`src/hdl/vad_pkg.sv`:
```
// Shared types and constants for the vector angle unit.
// Holds the CORDIC coordinate and angle formats, the arctangent table and the pipeline payload.
// No dependencies.
`default_nettype none

package vad_pkg;

    // Coordinates are scaled so that a full-scale input has magnitude 2^(COORD_TOP-1).
    localparam int COORD_TOP = 41;
    // Signed coordinate width: 2^40 input magnitude grows by at most 1.65 * sqrt(2).
    localparam int COORD_W   = 44;
    // Angle accumulator: degrees scaled by 2^ACC_FRAC, signed.
    localparam int ACC_FRAC  = 20;
    localparam int ACC_W     = 31;
    // Width of the wrapped and rounded accumulator, which stays below 2^29.
    localparam int RND_W     = 29;
    // Number of entries in the arctangent table.
    localparam int ATAN_ENTRIES = 24;

    localparam logic signed [ACC_W-1:0] HALF_TURN = ACC_W'(180 * (2 ** ACC_FRAC));
    localparam logic signed [ACC_W-1:0] FULL_TURN = ACC_W'(360 * (2 ** ACC_FRAC));

    // Axis on which the vector lies exactly; the zero vector counts as the +x axis.
    typedef enum logic [1:0] {
        AXIS_POS_X,
        AXIS_POS_Y,
        AXIS_NEG_X,
        AXIS_NEG_Y
    } axis_t;

    typedef struct packed {
        logic signed [COORD_W-1:0] x;
        logic signed [COORD_W-1:0] y;
        logic signed [ACC_W-1:0]   z;
        logic                      on_axis;
        axis_t                     axis;
    } cordic_t;

    // atan(2^-i) in degrees times 2^20, rounded to nearest.
    function automatic logic signed [ACC_W-1:0] atan_deg(input int idx);
        logic signed [ACC_W-1:0] val;
        case (idx)
            0:       val = ACC_W'(47185920);
            1:       val = ACC_W'(27855475);
            2:       val = ACC_W'(14718068);
            3:       val = ACC_W'(7471121);
            4:       val = ACC_W'(3750058);
            5:       val = ACC_W'(1876857);
            6:       val = ACC_W'(938658);
            7:       val = ACC_W'(469357);
            8:       val = ACC_W'(234682);
            9:       val = ACC_W'(117342);
            10:      val = ACC_W'(58671);
            11:      val = ACC_W'(29335);
            12:      val = ACC_W'(14668);
            13:      val = ACC_W'(7334);
            14:      val = ACC_W'(3667);
            15:      val = ACC_W'(1833);
            16:      val = ACC_W'(917);
            17:      val = ACC_W'(458);
            18:      val = ACC_W'(229);
            19:      val = ACC_W'(115);
            20:      val = ACC_W'(57);
            21:      val = ACC_W'(29);
            22:      val = ACC_W'(14);
            23:      val = ACC_W'(7);
            default: val = '0;
        endcase
        return val;
    endfunction

endpackage

`default_nettype wire

```
`src/hdl/vad_prep.sv`:
```
// Input stage of the vector angle unit: axis detection and quadrant pre-rotation.
// Depends on vad_pkg.
`default_nettype none

module vad_prep
    import vad_pkg::*;
#(
    parameter int INPUT_WIDTH = 12
) (
    input  wire logic                          clk,
    input  wire logic                          rst_n,
    input  wire logic                          in_valid,
    output logic                               in_ready,
    input  wire logic signed [INPUT_WIDTH-1:0] x_component,
    input  wire logic signed [INPUT_WIDTH-1:0] y_component,
    output logic                               out_valid,
    input  wire logic                          out_ready,
    output cordic_t                            out_beat
);

    localparam int SCALE_SHIFT = COORD_TOP - INPUT_WIDTH;

    logic                      valid_reg;
    cordic_t                   data_reg;
    cordic_t                   data_next;
    logic signed [COORD_W-1:0] x_ext;
    logic signed [COORD_W-1:0] y_ext;
    logic                      x_zero;
    logic                      y_zero;
    logic                      left_half;

    assign in_ready  = !valid_reg || out_ready;
    assign out_valid = valid_reg;
    assign out_beat  = data_reg;

    always_comb
    begin
        x_ext     = COORD_W'(x_component);
        y_ext     = COORD_W'(y_component);
        x_zero    = (x_component == '0);
        y_zero    = (y_component == '0);
        left_half = x_component[INPUT_WIDTH-1];

        data_next.on_axis = x_zero || y_zero;
        if (y_zero && !left_half)
            data_next.axis = AXIS_POS_X;
        else if (y_zero)
            data_next.axis = AXIS_NEG_X;
        else if (y_component[INPUT_WIDTH-1])
            data_next.axis = AXIS_NEG_Y;
        else
            data_next.axis = AXIS_POS_Y;

        // The left half-plane is turned by 180 degrees so the CORDIC sees x >= 0.
        if (left_half)
        begin
            data_next.x = (-x_ext) <<< SCALE_SHIFT;
            data_next.y = (-y_ext) <<< SCALE_SHIFT;
            data_next.z = HALF_TURN;
        end
        else
        begin
            data_next.x = x_ext <<< SCALE_SHIFT;
            data_next.y = y_ext <<< SCALE_SHIFT;
            data_next.z = '0;
        end
    end

    always_ff @(posedge clk or negedge rst_n)
    begin
        if (!rst_n)
            valid_reg <= 1'b0;
        else if (in_ready)
            valid_reg <= in_valid;
    end

    always_ff @(posedge clk)
    begin
        if (in_valid && in_ready)
            data_reg <= data_next;
    end

endmodule

`default_nettype wire

```
`src/hdl/vad_cordic_stage.sv`:
```
// One registered CORDIC vectoring iteration of the vector angle unit.
// Depends on vad_pkg.
`default_nettype none

module vad_cordic_stage
    import vad_pkg::*;
#(
    parameter int STAGE = 0
) (
    input  wire logic    clk,
    input  wire logic    rst_n,
    input  wire logic    in_valid,
    output logic         in_ready,
    input  wire cordic_t in_data,
    output logic         out_valid,
    input  wire logic    out_ready,
    output cordic_t      out_beat
);

    localparam logic signed [ACC_W-1:0] ATAN_STEP = atan_deg(STAGE);

    logic                      valid_reg;
    cordic_t                   data_reg;
    cordic_t                   data_next;
    logic signed [COORD_W-1:0] x_shr;
    logic signed [COORD_W-1:0] y_shr;

    assign in_ready  = !valid_reg || out_ready;
    assign out_valid = valid_reg;
    assign out_beat  = data_reg;

    always_comb
    begin
        x_shr     = in_data.x >>> STAGE;
        y_shr     = in_data.y >>> STAGE;
        data_next = in_data;
        // Rotate toward the x axis: clockwise while y is non-negative.
        if (!in_data.y[COORD_W-1])
        begin
            data_next.x = in_data.x + y_shr;
            data_next.y = in_data.y - x_shr;
            data_next.z = in_data.z + ATAN_STEP;
        end
        else
        begin
            data_next.x = in_data.x - y_shr;
            data_next.y = in_data.y + x_shr;
            data_next.z = in_data.z - ATAN_STEP;
        end
    end

    always_ff @(posedge clk or negedge rst_n)
    begin
        if (!rst_n)
            valid_reg <= 1'b0;
        else if (in_ready)
            valid_reg <= in_valid;
    end

    always_ff @(posedge clk)
    begin
        if (in_valid && in_ready)
            data_reg <= data_next;
    end

endmodule

`default_nettype wire

```
`src/hdl/vad_finish.sv`:
```
// Output stages of the vector angle unit: wrap to a positive angle, round, fold 360 to 0,
// and substitute exact axis angles. Two register stages. Depends on vad_pkg.
`default_nettype none

module vad_finish
    import vad_pkg::*;
#(
    parameter int ANGLE_FRAC_BITS = 6
) (
    input  wire logic                         clk,
    input  wire logic                         rst_n,
    input  wire logic                         in_valid,
    output logic                              in_ready,
    input  wire cordic_t                      in_data,
    output logic                              out_valid,
    input  wire logic                         out_ready,
    output logic [9+ANGLE_FRAC_BITS-1:0]      angle
);

    localparam int OUT_W = 9 + ANGLE_FRAC_BITS;
    localparam int SH    = ACC_FRAC - ANGLE_FRAC_BITS;
    localparam logic [RND_W-1:0] ROUND_HALF = RND_W'(2 ** (SH - 1));
    localparam logic [OUT_W-1:0] ANGLE_90   = OUT_W'(90 * (2 ** ANGLE_FRAC_BITS));
    localparam logic [OUT_W-1:0] ANGLE_180  = OUT_W'(180 * (2 ** ANGLE_FRAC_BITS));
    localparam logic [OUT_W-1:0] ANGLE_270  = OUT_W'(270 * (2 ** ANGLE_FRAC_BITS));
    localparam logic [OUT_W-1:0] ANGLE_360  = OUT_W'(360 * (2 ** ANGLE_FRAC_BITS));

    typedef struct packed {
        logic [RND_W-1:0] sum;
        logic             on_axis;
        axis_t            axis;
    } round_t;

    logic                    rnd_valid_reg;
    logic                    rnd_ready;
    round_t                  rnd_reg;
    round_t                  rnd_next;
    logic signed [ACC_W-1:0] wrapped;

    logic                    out_valid_reg;
    logic [OUT_W-1:0]        angle_reg;
    logic [OUT_W-1:0]        angle_next;
    logic [OUT_W-1:0]        quot;

    assign in_ready  = !rnd_valid_reg || rnd_ready;
    assign rnd_ready = !out_valid_reg || out_ready;
    assign out_valid = out_valid_reg;
    assign angle     = angle_reg;

    // Stage one: bring the angle into [0, 360) and add half an output LSB.
    always_comb
    begin
        if (in_data.z[ACC_W-1])
            wrapped = in_data.z + FULL_TURN;
        else
            wrapped = in_data.z;
        rnd_next.sum     = RND_W'(wrapped) + ROUND_HALF;
        rnd_next.on_axis = in_data.on_axis;
        rnd_next.axis    = in_data.axis;
    end

    // Stage two: truncate, fold a full turn to zero, or take the exact axis angle.
    always_comb
    begin
        quot = rnd_reg.sum[RND_W-1:SH];
        if (rnd_reg.on_axis)
        begin
            case (rnd_reg.axis)
                AXIS_POS_X: angle_next = '0;
                AXIS_POS_Y: angle_next = ANGLE_90;
                AXIS_NEG_X: angle_next = ANGLE_180;
                AXIS_NEG_Y: angle_next = ANGLE_270;
                default:    angle_next = '0;
            endcase
        end
        else if (quot >= ANGLE_360)
            angle_next = quot - ANGLE_360;
        else
            angle_next = quot;
    end

    always_ff @(posedge clk or negedge rst_n)
    begin
        if (!rst_n)
        begin
            rnd_valid_reg <= 1'b0;
            out_valid_reg <= 1'b0;
        end
        else
        begin
            if (in_ready)
                rnd_valid_reg <= in_valid;
            if (rnd_ready)
                out_valid_reg <= rnd_valid_reg;
        end
    end

    always_ff @(posedge clk)
    begin
        if (in_valid && in_ready)
            rnd_reg <= rnd_next;
        if (rnd_valid_reg && rnd_ready)
            angle_reg <= angle_next;
    end

endmodule

`default_nettype wire

```
`src/hdl/vector_angle_degrees_unit.sv`:
```
// Top level of the vector angle unit: a pipelined CORDIC that turns (x, y) into degrees.
// Depends on vad_pkg, vad_prep, vad_cordic_stage and vad_finish.
//
// Usage:
//   The slave stream takes one vector per beat: x_component and y_component, signed
//   two's complement. The master stream returns one beat per vector with its direction
//   in degrees, counter-clockwise from +x, as unsigned fixed point with ANGLE_FRAC_BITS
//   fraction bits, in [0, 360). Exact axis vectors give 0, 90, 180 or 270; (0, 0) gives 0.
//   An accepted input beat reaches its output beat through one pre-rotation stage,
//   one stage per CORDIC iteration, and two stages for wrapping, rounding and axis
//   substitution. Throughput is one beat per cycle while m_tready is high; every
//   stage is a register with its own valid bit.
//   Reset clears all valid bits, so the pipeline comes up empty and s_tready is high.
//   When the receiver holds m_tready low, the result stays on m_tdata and each stage
//   keeps taking beats while it has a free slot, so bubbles close up before
//   s_tready drops. Nothing is lost or repeated across a stall.
//   The ready path runs combinationally from m_tready back through every stage.
`default_nettype none

module vector_angle_degrees_unit
    import vad_pkg::*;
#(
    parameter int INPUT_WIDTH     = 12,
    parameter int ANGLE_FRAC_BITS = 6,
    parameter int CORDIC_STAGES   = 16
) (
    input  wire logic                                            clk,
    input  wire logic                                            rst_n,
    input  wire logic                                            s_tvalid,
    output logic                                                 s_tready,
    // Fields from bit 0 up: x_component, y_component, zero padding.
    input  wire logic [((2*INPUT_WIDTH+7)/8)*8-1:0]              s_tdata,
    output logic                                                 m_tvalid,
    input  wire logic                                            m_tready,
    // Fields from bit 0 up: angle, zero padding.
    output logic [((9+ANGLE_FRAC_BITS+7)/8)*8-1:0]               m_tdata
);

    localparam int OUT_W    = 9 + ANGLE_FRAC_BITS;
    localparam int M_DATA_W = ((OUT_W + 7) / 8) * 8;

    logic signed [INPUT_WIDTH-1:0] x_component;
    logic signed [INPUT_WIDTH-1:0] y_component;
    logic [OUT_W-1:0]              angle;

    // Stage k carries the item after k CORDIC iterations; stage 0 is the pre-rotation output.
    cordic_t stage_data  [CORDIC_STAGES+1];
    logic    stage_valid [CORDIC_STAGES+1];
    logic    stage_ready [CORDIC_STAGES+1];

    assign x_component = s_tdata[INPUT_WIDTH-1:0];
    assign y_component = s_tdata[2*INPUT_WIDTH-1:INPUT_WIDTH];
    assign m_tdata     = M_DATA_W'(angle);

    vad_prep #(
        .INPUT_WIDTH (INPUT_WIDTH)
    ) u_prep (
        .clk         (clk),
        .rst_n       (rst_n),
        .in_valid    (s_tvalid),
        .in_ready    (s_tready),
        .x_component (x_component),
        .y_component (y_component),
        .out_valid   (stage_valid[0]),
        .out_ready   (stage_ready[0]),
        .out_beat    (stage_data[0])
    );

    for (genvar k = 0; k < CORDIC_STAGES; k++)
    begin : g_iter
        vad_cordic_stage #(
            .STAGE (k)
        ) u_stage (
            .clk       (clk),
            .rst_n     (rst_n),
            .in_valid  (stage_valid[k]),
            .in_ready  (stage_ready[k]),
            .in_data   (stage_data[k]),
            .out_valid (stage_valid[k+1]),
            .out_ready (stage_ready[k+1]),
            .out_beat  (stage_data[k+1])
        );
    end

    vad_finish #(
        .ANGLE_FRAC_BITS (ANGLE_FRAC_BITS)
    ) u_finish (
        .clk       (clk),
        .rst_n     (rst_n),
        .in_valid  (stage_valid[CORDIC_STAGES]),
        .in_ready  (stage_ready[CORDIC_STAGES]),
        .in_data   (stage_data[CORDIC_STAGES]),
        .out_valid (m_tvalid),
        .out_ready (m_tready),
        .angle     (angle)
    );

endmodule

`default_nettype wire

```
`config.mk`:
```
export PLATFORM = sky130hd
export DESIGN_NAME = vector_angle_degrees_unit
export DESIGN_NICKNAME = d
export VERILOG_FILES = /design/src/hdl/vad_pkg.sv /design/src/hdl/vad_prep.sv /design/src/hdl/vad_cordic_stage.sv /design/src/hdl/vad_finish.sv /design/src/hdl/vector_angle_degrees_unit.sv
export SDC_FILE = /design/constraint.sdc
export NUM_CORES = 2
export LEC_CHECK = 0
export BUFFER_PORTS_ARGS = -buffer_cell sky130_fd_sc_hd__buf_2
export CELL_PAD_IN_SITES_DETAIL_PLACEMENT = 2
export CELL_PAD_IN_SITES_GLOBAL_PLACEMENT = 2
export CORE_UTILIZATION = 46
export DETAILED_ROUTE_END_ITERATION = 8
export GPL_TIMING_DRIVEN = 0
export PLACE_DENSITY_LB_ADDON = 0.1
export SYNTH_ARGS = -nofsm -noshare
export SYNTH_HDL_FRONTEND = slang
export SYNTH_SLANG_ARGS = --single-unit
```
`constraint.sdc`:
```
create_clock -name clk -period 16.1 [get_ports clk]
set_input_delay 0.805 -clock clk [delete_from_list [all_inputs] [get_ports clk]]
set_output_delay 0.805 -clock clk [all_outputs]
set_load 0.05 [all_outputs]
```
==> metrics.csv <==
metric;value;unit
status;finished, violations left;
failing checks;capacitance limit, slew limit;
number of synthesized flops with an enable pin;1455;
Worst-path clk slew;70;ps
routability cong.;0.922;
CTS Buffer Depth;4;
relative slew slack;-1.61;%
Design Area, Final;135000;µm²
vias;105000;
max reg flops;1388;
CP required;16690;ps
vias per cell;6.17;
Post-Route Utilization;50.8;%
R2R setup slack;8020;ps
area delta synth->final;9.49;%
Clock Sink Count;1474;
Post-DP HPWL;352000;µm
layout cells sized above 1;4.03;%
Setup Buffers After CTS;0;
fin crit share;50.2;%
Starting Density;46.4;%
Distinct cells, synth;108;
Startpoint Class;register;
critical setup path kind;register to register;
Worst Hold Class;input port to register;
Register-to-Register Path Depth;16;
Placed Cells;16600;
Total Routed Length;454000;µm
Final Critical Period;8080;ps
Iter 0 DRT Violations;5469;
Seq/Total Area, Yosys;35.8;%
Placed Area;129000;µm²
Hold Buf Count CTS;1;
GRT Total Usage;32.8;%
synthesized area;123000;µm²
main flop type after synthesis;edfxtp_1;
Hold EP;u_prep.out_beat[63];
initial antenna violation count;4;
CTS H-Tree Depth;4;
Worst Hold Launch;s_tdata[12];
startpoint of the worst register-to-register path;g_iter[9].u_stage.out_beat[77];
number of port buffers;44;
Final Hold Viols;0;
hold depth;1;
kind of end point of the critical path;register;
CTS tree;done;
Layout Nets;14700;
wire per inst;26.8;µm
Arr. time, crit path;8670;ps
worst slew pin tran;1520;ps
RSZ-0062 raised after global routing;no;
CTS Buf Count;185;
CORE AREA;266000;µm²
post_cts resized;0;
critical-path maximum fanout;23;
chip width;520;µm
Clk Tree Root Cell;clkbuf_16;
Max Cap Viol;2;
die area;270000;µm²
largest net degree at the start of global routing;81;
I/O pin cnt;46;
Layout Cells excl Fill;17000;
max-slew violations;24;
FFs w/ async S/R, synth;1.29;%
row count;189;
FF-to-FF End;g_iter[10].u_stage.out_beat[115];
DRC Markers;0;
drt pass-1 iters;5;
Worst Clk Skew;59.0;ps
Syn. warnings;0;
ANT nets after route;0;
Die H;520;µm
vias in the first global route;117000;
fmax;124;MHz
Post-Syn Area per Cell;9.47;µm²
global-route wire length before repair;702000;µm
grt ovf;0;
number of synthesized register bits;1474;
Final TNS setup;0;ps
final setup fails;0;
Skew-Pair Late Insertion Delay;900;ps
post-synthesis cell count;13000;
[layout by cell type (no fill, tap or decap), types with 49 or more instances in the layout]
cell,Yosys,layout
edfxtp_1,1455,1455
a21oi_1,1395,1395
ha_1,1353,1353
nor2_1,1244,1243
xnor2_1,1204,1204
nand2_1,691,691
xor2_1,649,649
o21ai_0,626,626
a21o_1,601,601
inv_1,577,577
nor3_1,352,352
nand3_1,208,208
nand2b_1,204,204
clkbuf_1,181,199
nor2b_1,198,191
o21bai_1,189,189
clkbuf_16,0,188
o21a_1,178,178
and3_1,148,148
a31oi_1,115,114
nor4_1,104,104
and2_1,109,102
nand4_1,98,98
or3_1,92,92
a211oi_1,83,83
o31ai_1,72,72
o41ai_1,54,54
or2_2,52,52
buf_2,4,49
[how the worst max path moves through the flow]
stage                               startpoint                               end  slack (ps)  cells past startpoint
2_1_floorplan                         m_tready     g_iter[7].u_stage.out_beat[0]        5340                      7
5_1_grt         g_iter[9].u_stage.out_beat[77]  g_iter[10].u_stage.out_beat[115]        7880                     16
4_1_cts        g_iter[10].u_stage.out_beat[77]  g_iter[11].u_stage.out_beat[121]        7770                     16
3_5_place_dp   g_iter[10].u_stage.out_beat[77]  g_iter[11].u_stage.out_beat[121]        7890                     16
3_3_place_gp                          m_tready   g_iter[7].u_stage.out_beat[115]        2600                      8
6_report        g_iter[9].u_stage.out_beat[77]  g_iter[10].u_stage.out_beat[115]        8020                     16
[synth_stat cells (all sizes together), types with 27 or more instances]
library cell	instances	area, µm²
a2111oi	33	314
a211o	48	420
a211oi	83	623
a21boi	36	270
a21o	601	4510
a21oi	1397	7010
a221oi	31	284
a31oi	116	741
and2	110	688
and3	148	926
buf	37	155
clkbuf	182	684
edfxtp	1455	43700
fa	34	681
ha	1353	16900
inv	577	2170
mux2	36	405
mux2i	27	283
nand2	691	2590
nand2b	204	1280
nand3	208	1040
nand3b	29	218
nand4	98	613
nor2	1244	4670
nor2b	198	1240
nor3	354	1790
nor3b	47	358
nor4	107	688
o211ai	46	350
o21a	178	1340
o21ai	635	3180
o21bai	191	1440
o31ai	75	587
o41ai	54	473
or2	52	325
or3	94	598
or4	32	240
xnor2	1204	10500
xor2	649	5680
[through the flow]
stage               hold WS (ps)  setup slack, ps
detailed placement           405             7890
CTS                         62.9             7770
global route                92.6             7880
finish                       117             8020
global placement             402             2600
floorplan                    400             5340
[critical path, stage by stage (launching register included)]
cell	delay (ps)
edfxtp_1	1340
clkbuf_1	910
inv_1	800
o41ai_1	260
xor2_1	440
ha_1	340
and3_1	260
nor3b_1	660
nand4_1	230
o21ai_0	580
o21bai_1	210
a211oi_1	610
nor2_1	110
o31ai_1	390
nor2b_1	300
a31oi_1	140
xnor2_1	180
[per-layer routing]
layer,wire length (µm),vias to the layer above,GRT usage (%)
met4,19800,2,13.4
met5,12,-,0
li1,-,48500,-
met3,11600,883,2.84
met2,238000,1813,61.7
met1,185000,53600,37.9
[layout make-up]
type | instances | area (µm²)
Fill cell | 27700 | 131000
Multi-Input combinational cell | 10800 | 76200
Sequential cell | 1474 | 44200
Clock buffer | 206 | 4770
Tap cell | 3533 | 4420
Inverter | 579 | 2170
Clock inverter | 134 | 1560
Buffer | 219 | 840
Timing Repair Buffer | 75 | 833
Antenna cell | 1 | 2.50
[logic make-up after synthesis]
family,after synthesis,share of synthesized area (%)
compound gates,3770,19.3
xor+xnor,1853,13.2
fa+ha+maj,1387,14.3
buf+inv,798,2.44
flops,1474,35.8
mux,63,0.558
other cells,1,0.00304
simple gates,3674,14.4
Power is not shown: default switching activity piles up to over one toggle a cycle in this logic, so the estimate is an artifact.
